$ cat src/hdl/tsos_pkg.sv
// Shared types and constants for the TCP SYN option scanner.
// Holds the walk phase encoding, the result record and the frame layout constants.
// Used by tsos_parser and tcp_syn_option_scanner_top; depends on nothing else.
`timescale 1ns / 1ps

package tsos_pkg;

    // Bytes past this position are ignored (range 64 .. 65535)
    localparam logic [16:0] MAX_FRAME_BYTES = 17'd16384;

    // Ethernet header layout
    localparam logic [15:0] POS_ETH_HI     = 16'd12;
    localparam logic [15:0] POS_ETH_LO     = 16'd13;
    localparam logic [15:0] ETH_TYPE_IPV4  = 16'h0800;
    localparam logic [15:0] ETH_TYPE_VLAN  = 16'h8100;
    localparam logic [4:0]  OFF_IPV4       = 5'd14;
    localparam logic [4:0]  OFF_VLAN       = 5'd18;
    localparam logic [4:0]  OFF_NONE       = 5'd0;

    // Fixed IP header length, and TCP header fields relative to its start
    localparam logic [15:0] IP_HDR_BYTES   = 16'd20;
    localparam logic [15:0] REL_SRC_HI     = 16'd0;
    localparam logic [15:0] REL_SRC_LO     = 16'd1;
    localparam logic [15:0] REL_DST_HI     = 16'd2;
    localparam logic [15:0] REL_DST_LO     = 16'd3;
    localparam logic [15:0] REL_FLAGS      = 16'd13;
    localparam logic [16:0] FLAGS_TO_OPTS  = 17'd7;
    localparam int          TCP_FLAG_SYN   = 1;

    // Option kinds
    localparam logic [7:0]  OPT_EOL        = 8'd0;
    localparam logic [7:0]  OPT_NOP        = 8'd1;
    localparam logic [7:0]  OPT_MPTCP      = 8'd30;
    localparam logic [7:0]  OPT_MIN_LEN    = 8'd2;

    // Frame class codes
    localparam logic [1:0]  CLASS_UNKNOWN  = 2'd0;
    localparam logic [1:0]  CLASS_TCP      = 2'd1;
    localparam logic [1:0]  CLASS_SYN      = 2'd2;

    localparam logic [31:0] SYN_COUNT_MAX  = 32'hFFFF_FFFF;
    localparam logic [15:0] POS_MAX        = 16'hFFFF;

    // Option walk phase
    typedef enum logic [3:0] {
        PH_IDLE = 4'b0001,
        PH_KIND = 4'b0010,
        PH_BODY = 4'b0100,
        PH_STOP = 4'b1000
    } walk_phase_t;

    // One per-frame result
    typedef struct packed {
        logic [31:0] syn_total;
        logic        option_error;
        logic [3:0]  mptcp_subtype;
        logic        mptcp_found;
        logic [15:0] dest_port;
        logic [15:0] source_port;
        logic [1:0]  frame_class;
    } tsos_result_t;

endpackage

$ cat src/hdl/tsos_parser.sv
// Per-byte frame parser: ethertype, TCP ports, SYN flag and the TCP option walk.
// Emits one result record with the final byte of each frame.
// Depends on tsos_pkg.
`timescale 1ns / 1ps

module tsos_parser (
    input  logic                  clk,
    input  logic                  rst_n,
    input  logic                  byte_valid,
    input  logic [7:0]            frame_byte,
    input  logic                  last_byte,
    output logic                  res_valid,
    output tsos_pkg::tsos_result_t res
);

    import tsos_pkg::*;

    logic [15:0] pos_reg, pos_next;
    logic [4:0]  hdr_off_reg, hdr_off_next;
    logic [7:0]  eth_hi_reg, eth_hi_next;
    logic [1:0]  class_reg, class_next;
    logic [15:0] src_port_reg, src_port_next;
    logic [15:0] dst_port_reg, dst_port_next;
    walk_phase_t phase_reg, phase_next;
    logic [15:0] nos_reg, nos_next;
    logic [15:0] opt_begin_reg, opt_begin_next;
    logic        seen_reg, seen_next;
    logic [3:0]  subtype_reg, subtype_next;
    logic        err_reg, err_next;
    logic        pending_reg, pending_next;
    logic [31:0] syn_cnt_reg, syn_cnt_next;

    logic [15:0] tcp_base;
    logic [15:0] rel;
    logic [16:0] opt_start_sum;
    logic [16:0] opt_end_sum;
    logic [16:0] pos_plus1;

    // Offsets and sums used by the field capture and the walk
    assign tcp_base      = {11'b0, hdr_off_reg} + IP_HDR_BYTES;
    assign rel           = pos_reg - tcp_base;
    assign opt_start_sum = {1'b0, pos_reg} + FLAGS_TO_OPTS;
    assign opt_end_sum   = {1'b0, opt_begin_reg} + {9'b0, frame_byte};
    assign pos_plus1     = {1'b0, pos_reg} + 17'd1;

    // Next-state logic for one accepted word
    always_comb
    begin
        pos_next       = pos_reg;
        hdr_off_next   = hdr_off_reg;
        eth_hi_next    = eth_hi_reg;
        class_next     = class_reg;
        src_port_next  = src_port_reg;
        dst_port_next  = dst_port_reg;
        phase_next     = phase_reg;
        nos_next       = nos_reg;
        opt_begin_next = opt_begin_reg;
        seen_next      = seen_reg;
        subtype_next   = subtype_reg;
        err_next       = err_reg;
        pending_next   = pending_reg;
        syn_cnt_next   = syn_cnt_reg;
        res_valid      = 1'b0;
        res            = '0;

        if (byte_valid)
        begin
            if ({1'b0, pos_reg} < MAX_FRAME_BYTES)
            begin
                // Decode the ethertype
                if (pos_reg == POS_ETH_HI)
                begin
                    eth_hi_next = frame_byte;
                end
                else if (pos_reg == POS_ETH_LO)
                begin
                    priority if ({eth_hi_reg, frame_byte} == ETH_TYPE_IPV4)
                    begin
                        hdr_off_next = OFF_IPV4;
                        class_next   = CLASS_TCP;
                    end
                    else if ({eth_hi_reg, frame_byte} == ETH_TYPE_VLAN)
                    begin
                        hdr_off_next = OFF_VLAN;
                        class_next   = CLASS_TCP;
                    end
                    else
                    begin
                        hdr_off_next = OFF_NONE;
                        class_next   = CLASS_UNKNOWN;
                    end
                end

                // Capture ports and detect SYN in the fixed TCP header
                if (hdr_off_reg != OFF_NONE && pos_reg >= tcp_base)
                begin
                    priority if (rel == REL_SRC_HI)
                    begin
                        src_port_next = {frame_byte, 8'b0};
                    end
                    else if (rel == REL_SRC_LO)
                    begin
                        src_port_next = {src_port_reg[15:8], frame_byte};
                    end
                    else if (rel == REL_DST_HI)
                    begin
                        dst_port_next = {frame_byte, 8'b0};
                    end
                    else if (rel == REL_DST_LO)
                    begin
                        dst_port_next = {dst_port_reg[15:8], frame_byte};
                    end
                    else if (rel == REL_FLAGS && frame_byte[TCP_FLAG_SYN])
                    begin
                        class_next = CLASS_SYN;
                        if (syn_cnt_reg != SYN_COUNT_MAX)
                        begin
                            syn_cnt_next = syn_cnt_reg + 32'd1;
                        end
                        phase_next = PH_KIND;
                        nos_next   = opt_start_sum[16] ? POS_MAX : opt_start_sum[15:0];
                    end
                end

                // Walk the option list
                unique case (phase_reg)
                    PH_KIND:
                    begin
                        if (pos_reg == nos_reg)
                        begin
                            priority if (frame_byte == OPT_EOL)
                            begin
                                phase_next = PH_STOP;
                            end
                            else if (frame_byte == OPT_NOP)
                            begin
                                nos_next = pos_plus1[15:0];
                            end
                            else
                            begin
                                opt_begin_next = pos_reg;
                                phase_next     = PH_BODY;
                                if (frame_byte == OPT_MPTCP && !seen_reg)
                                begin
                                    seen_next    = 1'b1;
                                    subtype_next = 4'd0;
                                    pending_next = 1'b1;
                                end
                            end
                        end
                    end
                    PH_BODY:
                    begin
                        if (pos_reg > opt_begin_reg)
                        begin
                            if (pos_reg == opt_begin_reg + 16'd1 && frame_byte < OPT_MIN_LEN)
                            begin
                                // Zero or one length: flag and stop
                                err_next     = 1'b1;
                                phase_next   = PH_STOP;
                                pending_next = 1'b0;
                            end
                            else
                            begin
                                if (pos_reg == opt_begin_reg + 16'd1)
                                begin
                                    nos_next = opt_end_sum[16] ? POS_MAX : opt_end_sum[15:0];
                                end
                                else if (pending_reg && pos_reg == opt_begin_reg + 16'd2)
                                begin
                                    subtype_next = frame_byte[7:4];
                                    pending_next = 1'b0;
                                end
                                if (pos_plus1 == {1'b0, nos_next})
                                begin
                                    phase_next   = PH_KIND;
                                    pending_next = 1'b0;
                                end
                            end
                        end
                    end
                    default:
                    begin
                    end
                endcase
            end

            // Advance the position, saturating
            if (pos_reg != POS_MAX)
            begin
                pos_next = pos_reg + 16'd1;
            end

            // Report on the final word and clear the frame state
            if (last_byte)
            begin
                res_valid           = 1'b1;
                res.frame_class     = class_next;
                res.source_port     = src_port_next;
                res.dest_port       = dst_port_next;
                res.mptcp_found     = seen_next;
                res.mptcp_subtype   = subtype_next;
                res.option_error    = err_next || (phase_next == PH_BODY);
                res.syn_total       = syn_cnt_next;

                pos_next       = '0;
                hdr_off_next   = OFF_NONE;
                eth_hi_next    = '0;
                class_next     = CLASS_UNKNOWN;
                src_port_next  = '0;
                dst_port_next  = '0;
                phase_next     = PH_IDLE;
                nos_next       = '0;
                opt_begin_next = '0;
                seen_next      = 1'b0;
                subtype_next   = '0;
                err_next       = 1'b0;
                pending_next   = 1'b0;
            end
        end
    end

    // Frame state registers
    always_ff @(posedge clk or negedge rst_n)
    begin
        if (!rst_n)
        begin
            pos_reg       <= '0;
            hdr_off_reg   <= OFF_NONE;
            eth_hi_reg    <= '0;
            class_reg     <= CLASS_UNKNOWN;
            src_port_reg  <= '0;
            dst_port_reg  <= '0;
            phase_reg     <= PH_IDLE;
            nos_reg       <= '0;
            opt_begin_reg <= '0;
            seen_reg      <= 1'b0;
            subtype_reg   <= '0;
            err_reg       <= 1'b0;
            pending_reg   <= 1'b0;
            syn_cnt_reg   <= '0;
        end
        else
        begin
            pos_reg       <= pos_next;
            hdr_off_reg   <= hdr_off_next;
            eth_hi_reg    <= eth_hi_next;
            class_reg     <= class_next;
            src_port_reg  <= src_port_next;
            dst_port_reg  <= dst_port_next;
            phase_reg     <= phase_next;
            nos_reg       <= nos_next;
            opt_begin_reg <= opt_begin_next;
            seen_reg      <= seen_next;
            subtype_reg   <= subtype_next;
            err_reg       <= err_next;
            pending_reg   <= pending_next;
            syn_cnt_reg   <= syn_cnt_next;
        end
    end

endmodule

$ cat src/hdl/tcp_syn_option_scanner_top.sv
// TCP SYN option scanner, top level: byte stream in, one summary word per frame out.
// The summary is registered in the output word, or in the skid word if that is held.
// Throughput: one byte per cycle; s_tready drops only while the output word and its
// skid word are both full.
// Reset (rst_n low, asynchronous): frame state, SYN count and output buffer are cleared.
// Depends on tsos_pkg and tsos_parser.
`timescale 1ns / 1ps

module tcp_syn_option_scanner_top (
    input  logic        clk,
    input  logic        rst_n,
    input  logic        s_tvalid,
    output logic        s_tready,
    input  logic [7:0]  s_tdata,   // [7:0] frame_byte
    input  logic        s_tlast,   // last_byte
    output logic        m_tvalid,
    input  logic        m_tready,
    output logic [71:0] m_tdata,   // [15:0] source_port, [31:16] dest_port, [32] mptcp_found,
                                   // [36:33] mptcp_subtype, [37] option_error,
                                   // [69:38] syn_total, [71:70] zero
    output logic [1:0]  m_tuser    // [1:0] frame_class
);

    import tsos_pkg::*;

    logic         byte_take;
    logic         res_valid;
    tsos_result_t res;

    logic         out_valid_reg, out_valid_next;
    logic         skid_valid_reg, skid_valid_next;
    tsos_result_t out_data_reg, out_data_next;
    tsos_result_t skid_data_reg, skid_data_next;
    logic         out_fire;

    assign s_tready  = !skid_valid_reg;
    assign byte_take = s_tvalid && s_tready;
    assign out_fire  = out_valid_reg && m_tready;

    tsos_parser u_parser (
        .clk        (clk),
        .rst_n      (rst_n),
        .byte_valid (byte_take),
        .frame_byte (s_tdata),
        .last_byte  (s_tlast),
        .res_valid  (res_valid),
        .res        (res)
    );

    // Output word with a skid word behind it
    always_comb
    begin
        out_valid_next  = out_valid_reg;
        skid_valid_next = skid_valid_reg;
        out_data_next   = out_data_reg;
        skid_data_next  = skid_data_reg;

        if (skid_valid_reg)
        begin
            if (out_fire)
            begin
                out_data_next   = skid_data_reg;
                skid_valid_next = 1'b0;
            end
        end
        else if (res_valid)
        begin
            if (!out_valid_reg || out_fire)
            begin
                out_data_next  = res;
                out_valid_next = 1'b1;
            end
            else
            begin
                skid_data_next  = res;
                skid_valid_next = 1'b1;
            end
        end
        else if (out_fire)
        begin
            out_valid_next = 1'b0;
        end
    end

    // Hold the buffer control
    always_ff @(posedge clk or negedge rst_n)
    begin
        if (!rst_n)
        begin
            out_valid_reg  <= 1'b0;
            skid_valid_reg <= 1'b0;
        end
        else
        begin
            out_valid_reg  <= out_valid_next;
            skid_valid_reg <= skid_valid_next;
        end
    end

    // Hold the buffer payload
    always_ff @(posedge clk)
    begin
        out_data_reg  <= out_data_next;
        skid_data_reg <= skid_data_next;
    end

    // Pack the master side word
    assign m_tvalid = out_valid_reg;
    assign m_tuser  = out_data_reg.frame_class;
    assign m_tdata  = {2'b00,
                       out_data_reg.syn_total,
                       out_data_reg.option_error,
                       out_data_reg.mptcp_subtype,
                       out_data_reg.mptcp_found,
                       out_data_reg.dest_port,
                       out_data_reg.source_port};

endmodule

$ cat config.mk
export PLATFORM = sky130hd
export DESIGN_NAME = tcp_syn_option_scanner_top
export DESIGN_NICKNAME = d
export VERILOG_FILES = /design/src/hdl/tsos_pkg.sv /design/src/hdl/tsos_parser.sv /design/src/hdl/tcp_syn_option_scanner_top.sv
export SDC_FILE = /design/constraint.sdc
export NUM_CORES = 1
export LEC_CHECK = 0
export BUFFER_PORTS_ARGS = -buffer_cell sky130_fd_sc_hd__buf_4
export CORE_UTILIZATION = 60
export CTS_CLUSTER_SIZE = 16
export DETAILED_ROUTE_END_ITERATION = 6
export GPL_TIMING_DRIVEN = 0
export PLACE_DENSITY = 0.79
export SLEW_MARGIN = 40
export SYNTH_ARGS = -nofsm -noshare
export SYNTH_HDL_FRONTEND = slang
export SYNTH_HIERARCHICAL = 1
export SYNTH_SLANG_ARGS = --single-unit
$ cat constraint.sdc
create_clock -name clk -period 5.4 [get_ports clk]
set_input_delay 0.27 -clock clk [delete_from_list [all_inputs] [get_ports clk]]
set_output_delay 0.27 -clock clk [all_outputs]
set_load 0.005 [all_outputs]
==> flow_summary.json <==
{
  "cp_num_cells": 15,
  "crit_required_ps": 5710,
  "power_density_nw_per_um2": 370,
  "ant_nets": 0,
  "dieArea_um2": 27700,
  "syn_inst": 1563,
  "yosysWarnings": 6,
  "path_clk_slew_ps": 60,
  "drc": 8,
  "finalHoldViolations": 0,
  "cap_violations": 0,
  "largest_reg_flops": 72,
  "timing_worst_setup_path_type": "reg2reg",
  "arrival_ps": 5600,
  "drt_iter0_drc": 1497,
  "viasPerCell": 6.49,
  "crit_slowest_cell": "dfrtp_1",
  "synth-seq-cells": 282,
  "rrSetupSlack_ps": 120,
  "cp_max_fo": 10,
  "grt_first_pass_wirelength_mm": 72.0,
  "fin_worst_skew_ps": 10.8,
  "finalWeightedCongestion": 0.981,
  "crit_path_end_kind": "flip-flop",
  "ys_async_sr_fraction": 0.489,
  "port_buffers": 86,
  "status": "finished, violations left",
  "fillers": 2011,
  "die_w_um": 166,
  "layout_common_cells": "144 x nor2_1, 144 x edfxtp_1, 137 x dfrtp_1",
  "p_leak_uw": 0.00735,
  "wirelength_mm": 46.1,
  "tritoncts": "yes",
  "rsz0062_at_grt": "false",
  "antenna_cells": 0,
  "syn-cell-area_um2": 16200,
  "swShare": 0.311,
  "clock_path_buffers": 3,
  "fmax_mhz": 189,
  "synth_area_per_cell_um2": 10.4,
  "period_share": 0.979,
  "p_int_uw": 4710,
  "clkSinkCount": 282,
  "p_seq_frac": 0.418,
  "critPathLaunch": "u_parser/pos_reg[0]",
  "grt_max_degree": 70,
  "r2r_cells": 15,
  "cts_buffers": 30,
  "final_nets": 1740,
  "p_comb_frac": 0.282,
  "critPathMaxStageDelay_ps": 460,
  "period_needed_ps": 5280,
  "fp-row-count": 59,
  "crit-reg2reg-launch": "u_parser/pos_reg[0]",
  "power_switching_uw": 2130,
  "cp_top_family": "simple AND/OR/NAND/NOR gates",
  "dp_cells": 1991,
  "antenna_found_initial": 0,
  "grt_usage": 0.333,
  "crit_chain": "buf_2, inv_1, ha_1, or3_1, a2111o_1, or4_1, buf_2, nor3_1, o311ai_0, a211oi_1, nand4_1, nor4_1, o31a_1, o41ai_2, mux2_2",
  "slew_headroom": 0.410,
  "ir_drop_mv": 0.344,
  "setup_violations": 0,
  "r2r_end": "m_tdata[37]",
  "endpoint": "m_tdata[37]",
  "hold_ws_ps": 30.4,
  "clk_latency_ps": 570,
  "grt_overflow": 0,
  "num_vias": 13300,
  "cpMostUsedCell": "buf_2",
  "min_path_type": "in2reg",
  "yosysSeqAreaShare": 0.480,
  "instances_no_fill": 2049,
  "synth_ff_type": "edfxtp_1",
  "wl_per_cell_um": 22.5,
  "design.core.area_um2": 26300,
  "die_h_um": 166,
  "drive_gt1_frac": 0.161,
  "area_growth_pct": 14.0,
  "ctsRootBufferMaster": "clkbuf_16",
  "worst_pin_slew_ps": 877,
  "violations": "DRC",
  "htreeDepth": 1,
  "grt_pass1_vias": 13000,
  "synth_cell_types": 78,
  "drv_slew": 0,
  "io_pins": 89,
  "dr.pass1.iters": 7,
  "crit_buf_inv": 3,
  "dpl.hpwl_mm": 33.3,
  "p_clk_frac": 0.300,
  "initial_core_util": 0.617,
  "synth-edff-count": 144,
  "cp-start-kind": "flip-flop"
}
## per-stage QoR
step / worst slack (ps) / total power [uW] / area, um^2 / setup TNS [ps] / util
6_report: 116 / 6840 / 18500 / 0 / 0.703
5_1_grt: 1.52 / 7110 / 18500 / 0 / 0.703
4_1_cts: 83.5 / 6850 / 18500 / 0 / 0.702
3_5_place_dp: -121 / 4790 / 17400 / -166 / 0.664
3_3_place_gp: -540 / 4710 / 17300 / -1080 / 0.658
2_1_floorplan: 885 / 4010 / 16200 / 0 / -
## tightest hold or removal path: stages
cell      delay (ps)
buf_4            120
nand2b_1          60
a22o_1           110
## cells by family (layout without fill, tap and decap cells)
logic type | Yosys count | count (layout) | synth area share
flip-flops | 282 | 282 | 0.480
AO/OA/AOI/OAI | 362 | 362 | 0.155
AND/OR/NAND/NOR | 501 | 501 | 0.153
buffers and inverters | 137 | 287 | 0.0361
other | 1 | 2 | 0.000231
multiplexers | 104 | 104 | 0.0709
XOR/XNOR | 139 | 139 | 0.0751
adder cells (fa/ha/maj) | 37 | 37 | 0.0295
## power by group through the flow
stage	Clock (uW)	Sequential, uW	Combinational (uW)
after floorplan	0	2900	1110
after global placement	0	2900	1810
after detailed placement	0	2890	1900
after CTS	2070	2860	1920
after global routing	2160	2890	2070
final	2050	2860	1930
## cell usage after synthesis (all sizes together) (6+ instances only)
master	count	area share
or3	14	0.0054
a22o	40	0.022
or2	7	0.0027
and3	17	0.0066
a21o	12	0.0056
o21a	11	0.0051
a22oi	41	0.019
clkbuf	61	0.014
o2bb2ai	31	0.017
edfxtp	144	0.27
nor2b	8	0.0031
and2	13	0.0050
o22ai	9	0.0035
a211o	7	0.0038
mux2	75	0.053
nand4	28	0.013
ha	35	0.027
mux2i	29	0.018
nor4	20	0.0081
a31oi	14	0.0054
nand2b	6	0.0023
dfrtp	137	0.21
a21oi	66	0.020
nand2	115	0.027
o211ai	6	0.0028
a211oi	10	0.0046
nand3	56	0.017
inv	44	0.010
nor2	146	0.034
buf	32	0.012
o21ai	68	0.021
nor3	44	0.014
xnor2	84	0.045
xor2	55	0.030
## per-layer routing
layer / track usage / vias to the layer above / share of wire
met1: 0.443 / 6478 / 0.41
met5: 0 / - / 0
met2: 0.543 / 634 / 0.47
met4: 0.127 / 0 / 0.041
met3: 0.0617 / 123 / 0.082
li1: - / 6053 / -
## area by class of cell
class	count	area, um^2	area share
multi-input cells	1145	7920	0.429
flip-flops and latches	282	7780	0.421
clock buffers	39	825	0.0446
repair buffers	94	778	0.0421
plain buffers	93	427	0.0231
well taps	335	419	0.0227
clock inverters	17	166	0.00901
inverters	44	165	0.00894
## worst min-delay path by stage
stage / slack, ps / start / cells past startpoint / to
floorplan: -30 / rst_n / 0 / m_tvalid
detailed placement: 70 / rst_n / 1 / u_parser/opt_begin_reg[14]
finish: 30 / m_tready / 3 / m_tvalid
CTS: 6 / m_tready / 3 / m_tvalid
global route: 30 / m_tready / 3 / m_tvalid
global placement: 480 / u_parser/err_reg / 2 / u_parser/err_reg
## repair_timing
action,in CTS,in global routing
gates resized for setup,4,6
hold endpoints to repair,137,0
setup endpoints to repair,7,11
hold buffers,1,0
pin swaps,1,1
buffers inserted,1,0
Note: power is estimated with default switching activity, not from simulation.
